==> config.mk <==
export PLATFORM = sky130hd
export DESIGN_NAME = chdg_cordic_stage
export DESIGN_NICKNAME = d
export VERILOG_FILES = /design/src/rtl/core/chdg_pkg.sv /design/src/rtl/core/chdg_cordic_stage.sv
export SDC_FILE = /design/constraint.sdc
export NUM_CORES = 1
export LEC_CHECK = 0
export BUFFER_PORTS_ARGS = -buffer_cell sky130_fd_sc_hd__buf_2
export CORE_MARGIN = 2
export CORE_UTILIZATION = 50
export DETAILED_ROUTE_END_ITERATION = 8
export PLACE_DENSITY = 0.72
export SYNTH_ARGS = -nofsm -noshare
export SYNTH_HDL_FRONTEND = slang
export SYNTH_SLANG_ARGS = --single-unit
==> constraint.sdc <==
create_clock -name clk -period 14.5 [get_ports clk]
set_input_delay 2.175 -clock clk [delete_from_list [all_inputs] [get_ports clk]]
set_output_delay 2.175 -clock clk [all_outputs]
set_load 0.02 [all_outputs]
==> src/rtl/core/chdg_pkg.sv <==
// ----------------------------------------------------------------------------
// chdg_pkg
// Shared types and constants for the compass heading CORDIC pipeline.
// ----------------------------------------------------------------------------
package chdg_pkg;

  // Number of micro-rotations, capped by the length of the angle table
  localparam int CORDIC_STEPS  = 16;
  localparam int TABLE_LEN     = 24;
  localparam int STEPS         = (CORDIC_STEPS < TABLE_LEN) ? CORDIC_STEPS : TABLE_LEN;

  // Datapath widths
  localparam int RAW_W     = 16;   // signed axis reading
  localparam int PRESCALE  = 24;   // fraction bits added before rotation
  localparam int VEC_W     = 44;   // signed x/y working width (covers CORDIC gain)
  localparam int ANG_W     = 32;   // binary angle, 2^32 is a full turn
  localparam int SHIFT_W   = 5;    // shift index per micro-rotation
  localparam int HEAD_W    = 15;   // heading, degrees with 6 fraction bits
  localparam int PROD_W    = 48;   // angle times full-scale heading plus rounding

  // Full turn in 1/64 degree, half LSB of the binary angle product
  localparam logic [HEAD_W-1:0] HEADING_FULL = 15'd23040;
  localparam logic [PROD_W-1:0] ROUND_HALF   = 48'h0000_8000_0000;
  localparam logic [ANG_W-1:0]  HALF_TURN    = 32'h8000_0000;

  // round(atan(2^-i) * 2^31 / pi)
  localparam logic [ANG_W-1:0] ATAN_TURNS [TABLE_LEN] = '{
    32'd536870912, 32'd316933406, 32'd167458907, 32'd85004756,
    32'd42667331,  32'd21354465,  32'd10679838,  32'd5340245,
    32'd2670163,   32'd1335087,   32'd667544,    32'd333772,
    32'd166886,    32'd83443,     32'd41722,     32'd20861,
    32'd10430,     32'd5215,      32'd2608,      32'd1304,
    32'd652,       32'd326,       32'd163,       32'd81
  };

  // One vector in flight through the rotation stages
  typedef struct packed {
    logic                     valid;
    logic                     zero;
    logic signed [VEC_W-1:0]  x;
    logic signed [VEC_W-1:0]  y;
    logic [ANG_W-1:0]         acc;
  } vec_t;

endpackage

==> src/rtl/core/chdg_cordic_stage.sv <==
// ----------------------------------------------------------------------------
// chdg_cordic_stage
// One registered vectoring micro-rotation: drive y toward zero and
// accumulate the rotated angle.
// ----------------------------------------------------------------------------
module chdg_cordic_stage
  import chdg_pkg::*;
(
  input  logic               clk,
  input  logic               rst,
  input  logic               advance,
  input  logic [SHIFT_W-1:0] shift,
  input  logic [ANG_W-1:0]   angle,
  input  vec_t               vec_in,
  output vec_t               vec_out
);

  logic                    pos;
  logic signed [VEC_W-1:0] xs;
  logic signed [VEC_W-1:0] ys;
  vec_t                    vec_next;

  // Rotate by the sign of y
  always_comb begin
    pos            = ~vec_in.y[VEC_W-1];
    xs             = vec_in.x >>> shift;
    ys             = vec_in.y >>> shift;
    vec_next       = vec_in;
    if (pos) begin
      vec_next.x   = vec_in.x + ys;
      vec_next.y   = vec_in.y - xs;
      vec_next.acc = vec_in.acc + angle;
    end else begin
      vec_next.x   = vec_in.x - ys;
      vec_next.y   = vec_in.y + xs;
      vec_next.acc = vec_in.acc - angle;
    end
  end

  // Advance the stage register when the pipeline moves
  always_ff @(posedge clk) begin
    if (rst) begin
      vec_out.valid <= 1'b0;
    end else if (advance) begin
      vec_out.valid <= vec_next.valid;
    end
    if (advance) begin
      vec_out.zero <= vec_next.zero;
      vec_out.x    <= vec_next.x;
      vec_out.y    <= vec_next.y;
      vec_out.acc  <= vec_next.acc;
    end
  end

endmodule

; ---- Word level (Yosys, flattened, before mapping)
; Cells that the tools add are included.
[word_totals]
reg_bits = 122
word_cells = 14
output_inout_bits = 122
[op_classes]
add_sub_neg = 6
shifts = 2
muxes = 1
[op_table]
columns = cell, count
row1 = $mux W120, 1
row2 = $add A44 B44 Y44, 2
row3 = $sshr A44 B5 Y44, 2
row4 = $sub A44 B44 Y44, 2
row5 = $add A32 B32 Y32, 1
row6 = $sub A32 B32 Y32, 1

; ---- Depth between registers and ports, before layout
; Gate-level depths: netlist (run 1).
[depth]
ltp_word = 3
ltp_mapped = 30
ltp_nobuf = 22

; ---- Worst setup path before layout (run 1)
; OpenSTA, ideal clock, no wires.
[synth_timing]
path_type = input -> register
start = input port shift[3]
end = register vec_out[119] (netlist name) (data pin)
path_slack_ps = 6342
arrival_ps = 7890
path_stages = 26
required_time_ps = 14232
n_path_buf = 6
cell_sequence = buf_2 -> buf_2 -> buf_2 -> buf_2 -> buf_1 -> mux4_2 -> a221o_1 -> or3_1 -> a32oi_1 -> nand3_1 -> nor3_4 -> and2_1 -> buf_4 -> a31oi_1 -> xnor2_1 -> ha_1 -> and3_1 -> and2_1 -> a221oi_1 -> o21ai_0 -> nor3b_1 -> o31ai_1 -> a31oi_1 -> nor2_1 -> o41ai_1 -> xnor2_1
[synth_rtl]
columns = element, line_no
row1 = from (decl), chdg_cordic_stage.sv:12  ; input logic [SHIFT_W-1:0] shift,
row2 = to (decl), chdg_cordic_stage.sv:15  ; output vec_t vec_out

==> results of run 1 <==
## metrics by stage
stage	cells	setup WS, ns	util (%)
6_report	2955	4.68	57.0
5_1_grt	2952	4.12	56.9
4_1_cts	2950	4.77	56.9
3_5_place_dp	2918	4.31	55.3
3_3_place_gp	2918	4.45	55.3
2_1_floorplan	2223	6.34	-
## area by class of cell
class / instances / area, µm²
Fill cell: 3510 / 16700
Multi-Input combinational cell: 1913 / 15300
Sequential cell: 122 / 3650
Timing Repair Buffer: 309 / 1640
Tap cell: 518 / 648
Clock buffer: 23 / 478
Inverter: 56 / 210
Clock inverter: 9 / 138
Antenna cell: 5 / 12.5
## cells by family after synthesis
group | Yosys count | synth area share [%]
muxes | 270 | 20.7
and+or+nand+nor | 597 | 15.0
adders and majority gates | 133 | 8.52
buffers and inverters | 188 | 4.21
xor gates and xnor gates | 204 | 9.02
DFF | 122 | 18.5
AOI/OAI and AO/OA | 709 | 24.0
## worst max path at each step
| stage | from | endpoint | slack [ns] | depth (start not counted) |
|---|---|---|---|---|
| floorplan | shift[3] | vec_out[119] | 6.34 | 26 |
| global placement | shift[2] | vec_out[119] | 4.45 | 22 |
| detailed placement | shift[2] | vec_out[119] | 4.31 | 22 |
| CTS | shift[2] | vec_out[119] | 4.77 | 20 |
| global route | shift[2] | vec_out[119] | 4.12 | 22 |
| finish | shift[2] | vec_out[119] | 4.68 | 22 |
## worst max-delay path, cell delays in order
cell and delay [ns]:
buf_4 0.72, buf_4 0.59, mux4_1 0.69, mux4_2 0.52, a221oi_2 0.36, or4b_4 0.53
or4b_4 0.54, nor3_4 0.32, and2_1 0.31, a31oi_1 0.13, xnor2_1 0.17, ha_1 0.36
and3_1 0.26, and2_1 0.17, a221oi_1 0.33, o21ai_0 0.18, nor3b_1 0.22, o31ai_1 0.13
a31oi_1 0.62, nor2_1 0.12, o41ai_1 0.41, xnor2_1 0.13
## cell usage in the layout, fill, tap and decap left out, types with 33 or more instances in the layout
cell and instances:
nor2_1 173, nor3_1 44, mux2i_1 97, ha_1 130, a31oi_1 38, mux4_2 100, nor2b_1 33, buf_2 277
nand3_1 42, inv_1 52, xor2_1 62, a21oi_1 186, a21o_1 60, nand2_1 128, mux2_2 69, o21ai_0 109
nand2b_1 33, edfxtp_1 121, xnor2_1 142
## layer usage
layer  part of all wire [%]  GRT usage [%]  vias to the layer above  routed length [µm]
met1                     39           53.3                     9978               33300
met4                    6.3           24.2                        4                5460
li1                       -              -                     9042                   -
met3                     11           7.90                      258                9360
met2                     44           63.5                     1368               37800
met5                  0.027              0                        -                  23
## report_power, final
part	internal, mW	leakage [nW]	switching [mW]
Sequential	0.527	1.19	0.0236
Combinational	0.504	7.48	0.845
Clock	0.284	0.286	0.168
Total	1.31	8.96	1.04
==> reports/results.ini, run 1 <==
[timing]
clock.fmax_mhz=102
worst_hold_slack_ns=0.507
fin_crit_sh_pct=67.7
skew_ns=0
finalCriticalPeriod_ns=9.82
worstMarginPinSlew_ns=1.30
hold_viol_final=0
setup_viol=0
finalMaxSlewViolations=0
slew_headroom_pct=12.2
rsz0062_at_grt=false
fin_setup_tns_ns=0

[floorplanning]
die_h_um=203
core.rowCount=72
core_area_mm2=0.0388
start_util_pct=51.0
dieArea_mm2=0.0412
fp.dieW_um=203
ios=284

[clock_network]
clockBufferDepth=2
cts_resized=0
cts_tree=built
insertion_delay_ns=0.45
hold_buffers=0
postCtsSetupRepairBufs=0
cts.clk_slew.worst_paths_ns=0.06
cts_sinks=122
clock-root-buffer=clkbuf_16
numCtsBuffers=17
cts_htree_levels=4

[power]
peakVddDrop_uv=89.2
total_power_mw=2.35
power-per-cell-area_mw_per_mm2=106
leakage_nw=8.96

[global_routing]
grt-ovfl-total=0
grt_first_pass_wirelength_um=125000
grt_antenna_before_repair=7
grt_max_degree=126
grt_pass1_vias=19600
grt.total_usage_pct=41.0

[route]
routed_via_density=6.99
via_count=20700
drt_first_pass_iters=7
ant_nets=0
post_drt_wl_per_cell_um=29.1
drc_errors=0
drt-initial-drc-count=2861
finalWirelength_um=85900

[hold_path]
min_path_cells=2
min_to=vec_out[121]
hold_path.class=reg -> reg
hp-start=vec_out[121]

[yosys]
netlist_instances=2223
yosysTopAreaCell=edfxtp_1
yosys_most_used_dff=edfxtp_1
yosysWarnings=0
avgSynthCellArea_um2=8.91
synth_edf_count=121
syn-cell-area_mm2=0.0198
yosys-top-cells-count=186 x a21oi_1, 173 x nor2_1, 142 x xnor2_1
syn_nets=2518
ys_ff_latch=122
yosys.area.top_type_share_pct=18.4
yosys-top-cells-area=edfxtp_1 18%, mux4_2 11%, ha_1 8.2%
seq_area_frac_synth_pct=18.5
synthDistinctLibCells=90
synth.most_common_cell=a21oi_1
async_reset_ff_share_pct=0

[worst_setup_path]
path_max_fanout=76
ff2ff_setup_slack_ns=13.90
cp-start-kind=input pin
cp.arrival_ns=10.01
endpoint_kind=flip-flop
timing.rr.end=vec_out[121]
required_ns=14.69
reg2reg_depth=2
path_class=in -> reg
r2r-start=vec_out[121]

[flow_run]
drv_cap=0

[finish]
finish.net_count=2714
largest_register_ffs=122
top_register=vec_out
design_area_mm2=0.0221
drive_gt1_share_pct=22.4
area_growth_pct=11.7
reg_top3=vec_out: 122 flops

[run_status]
status=completed

[placed_design]
hpwl_um=67100
io_buffer_count=283
gp_congestion=1.06
dpl_cell_area_mm2=0.0215

Note: power is estimated with default switching activity, not from simulation.
==> inputs of run 2 (changes only) <==
Settings changed: ABC_AREA from default to 1, PLACE_DENSITY 0.72 to 0.75.
Clock period 14.5 ns to 8.05 ns, I/O delays scaled along.
==> reports/results.ini, run 2 <==
[clock_network]
clock-root-buffer=clkbuf_16
postCtsSetupRepairBufs=0  ; unchanged
hold_buffers=0  ; unchanged
insertion_delay_ns=0.46  ; about the same
cts_resized=0  ; unchanged
cts_tree=built
cts_sinks=122  ; unchanged
numCtsBuffers=17  ; unchanged
cts.clk_slew.worst_paths_ns=0.06  ; about the same
cts_htree_levels=4  ; unchanged
clockBufferDepth=2  ; unchanged

[timing]
skew_ns=0  ; unchanged
fin_setup_tns_ns=0  ; unchanged
rsz0062_at_grt=false
worst_hold_slack_ns=0.490  ; -0.0167 ns
fin_crit_sh_pct=82.1
finalCriticalPeriod_ns=6.61
clock.fmax_mhz=151
setup_viol=0  ; unchanged
worstMarginPinSlew_ns=1.12  ; -0.179 ns
slew_headroom_pct=25.3  ; +13 points
finalMaxSlewViolations=0  ; unchanged
hold_viol_final=0  ; unchanged

[run_status]
status=completed

[power]
power-per-cell-area_mw_per_mm2=190  ; +78%
peakVddDrop_uv=177  ; +99%
leakage_nw=10.8  ; +20%
power_frac_seq_pct=23.8  ; +0.4 points
total_power_mw=4.14  ; +76%
clockPowerShare_pct=19.4  ; +0.2 points
power_switching_mw=1.99  ; +92%
power_frac_comb_pct=56.8  ; -0.5 points
p_int_mw=2.15  ; +63%
switching_share_pct=48.0  ; +4.0 points

[route]
drc_errors=0  ; unchanged
routed_via_density=6.06  ; -13%
finalWirelength_um=84400  ; -1.8%
via_count=24000  ; +16%
drt-initial-drc-count=3034  ; +6.0%
ant_nets=0  ; unchanged
drt_first_pass_iters=7  ; unchanged
post_drt_wl_per_cell_um=21.3  ; -27%

[yosys]
synth_xor_area_share_pct=8.39  ; -0.63 points
yosys-top-cells-area=edfxtp_1 19%, nand2_1 18%, nand3_1 15%
synthMuxAreaShare_pct=0.0513  ; -21 points
synth_edf_count=121  ; unchanged
async_reset_ff_share_pct=0  ; unchanged
syn_nets=3507  ; +39%
seq_area_frac_synth_pct=18.7  ; +0.27 points
syn-cell-area_mm2=0.0195  ; -1.5%
synth_top_family_by_area=simple AND/OR/NAND/NOR gates
yosys.area_share.simple_pct=44.2  ; +29 points
yosys.area.top_type_share_pct=18.6  ; +0.27 points
yosys_most_used_dff=edfxtp_1
avgSynthCellArea_um2=6.07  ; -32%
synthAdderAreaFrac_pct=8.64  ; +0.13 points
netlist_instances=3212  ; +44%
synthDistinctLibCells=51  ; -43%
ys_ff_latch=122  ; unchanged
synth-compound-area-share_pct=11.6  ; -12 points
yosysTopAreaCell=edfxtp_1
yosysWarnings=0  ; unchanged
synth.most_common_cell=nand2_1
yosys-top-cells-count=949 x nand2_1, 593 x nand3_1, 266 x nor2_1

[placed_design]
hpwl_um=69100  ; +3.0%
io_buffer_count=283  ; unchanged
gp_congestion=1.14  ; +7.2%

[worst_setup_path]
r2r-start=vec_out[121]
endpoint_kind=flip-flop
cp-start-kind=input pin
critPathCapture=vec_out[115]
timing.rr.end=vec_out[121]
path_class=in -> reg
reg2reg_depth=2  ; unchanged
crit_path_start=shift[1]
cp.arrival_ns=6.81  ; -3.20 ns
ff2ff_setup_slack_ns=7.48  ; -6.42 ns
path_max_fanout=44  ; -42%
required_ns=8.26  ; -6.43 ns

[finish]
post-route-util_pct=56.6  ; -0.35 points
layout_commonest_cell=nand2_1
top_register=vec_out
finish.net_count=3719  ; +37%
largest_register_ffs=122  ; unchanged
layout_common_cells=949 x nand2_1, 593 x nand3_1, 282 x buf_2, 266 x nor2_1, 249 x inv_1
reg_top3=vec_out: 122 flops
drive_gt1_share_pct=13.2  ; -9.3 points
area_growth_pct=11.9

[flow_run]
drv_cap=0  ; unchanged

[floorplanning]
core_area_mm2=0.0386  ; -0.70%
fp.dieW_um=202  ; -0.72%
start_util_pct=50.6  ; -0.39 points
die_h_um=202  ; -0.72%
core.rowCount=72  ; unchanged
ios=284  ; unchanged
dieArea_mm2=0.0406  ; -1.4%

[global_routing]
grt-ovfl-total=0  ; unchanged
grt_max_degree=91  ; -28%
grt_pass1_vias=22000  ; +12%
grt_antenna_before_repair=2  ; -5
grt_first_pass_wirelength_um=127000  ; +1.2%
grt.total_usage_pct=40.4  ; -0.58 points

[hold_path]
hp-start=vec_out[121]
hold_path.class=reg -> reg

-- run 2: cell types whose count changed in the layout (fill, tap and decap cells not counted), moves of 31 or more --
cell,delta
nor2b_1,-33
nor2_1,+93
mux4_2,-100
inv_1,+197
nand3_1,+551
a211oi_1,-31
nand2_1,+821
mux2_2,-69
xor2_1,+61
xnor2_1,-78
nand2b_1,-33
nand2_2,+35
mux2i_1,-96
a21o_1,-47
-- run 2: power by group through the flow --
stage / registers, mW / clock network (mW) / logic (mW)
after floorplan: 1.21 / 0 / 1.32
after global placement: 0.990 / 0 / 2.25
after detailed placement: 0.995 / 0 / 2.26
after CTS: 0.985 / 0.810 / 2.28
after global routing: 1.00 / 0.830 / 2.53
final: 0.984 / 0.802 / 2.35
-- run 2: cell type report --
type	instances	area, µm²
tap	518	648
clock inverter	14	174
antenna	3	7.51
sequential	122	3650
fill	3928	16700
timing repair buffer	304	1630
inverter	283	1060
clock buffer	17	425
multi-input combinational	2696	14200
-- run 2: cells by family after synthesis --
family	count (synthesis)
buffers and inverters	394
AO/OA/AOI/OAI	403
AND/OR/NAND/NOR	1972
adder cells (fa/ha/maj)	133
XOR/XNOR	187
multiplexers	1
flip-flops	122
-- run 2: worst min-delay path by stage --
| stage | cells after the start | end | slack [ns] |
|---|---|---|---|
| after global placement | 2 | vec_out[121] | 0.47 |
| after CTS | 2 | vec_out[121] | 0.49 |
| after detailed placement | 2 | vec_out[121] | 0.48 |
| after floorplan | 2 | vec_out[121] | 0.58 |
| final | 2 | vec_out[121] | 0.49 |
| after global routing | 2 | vec_out[121] | 0.52 |
-- run 2: worst max-delay path, cell delays in order --
cell and delay (ns):
buf_2 0.33, inv_2 0.71, buf_12 0.31, nand3_1 0.14, nand3_1 0.11, nand3_1 0.11
nand3_1 0.11, nand2_1 0.15, inv_1 0.11, ha_1 0.20, nand3_1 0.14, nor2_4 0.18
nand4_2 0.18, nand2_1 0.18, o21ai_1 0.10, xor2_1 0.25, ha_1 0.34, a21oi_1 0.29
o21ai_0 0.17, a21oi_1 0.32, o21ai_0 0.17, a21oi_1 0.43, o21ai_0 0.24, nand3_1 0.12
nand2_1 0.06, xor2_1 0.14
-- run 2: layer usage --
layer | wire length, µm | track usage [%]
met5 | 0 | 0
met4 | 4240 | 18.2
met3 | 9330 | 8.78
met2 | 35500 | 60.5
met1 | 35300 | 55.6
-- run 2: per-stage QoR --
stage	std cells	cell area [µm²]	setup slack, ns
5_1_grt	3956	21800	1.16
4_1_cts	3954	21800	1.79
3_5_place_dp	3923	21200	1.30
3_3_place_gp	3923	21200	1.29
6_report	3957	21800	1.44
2_1_floorplan	3212	19500	3.07
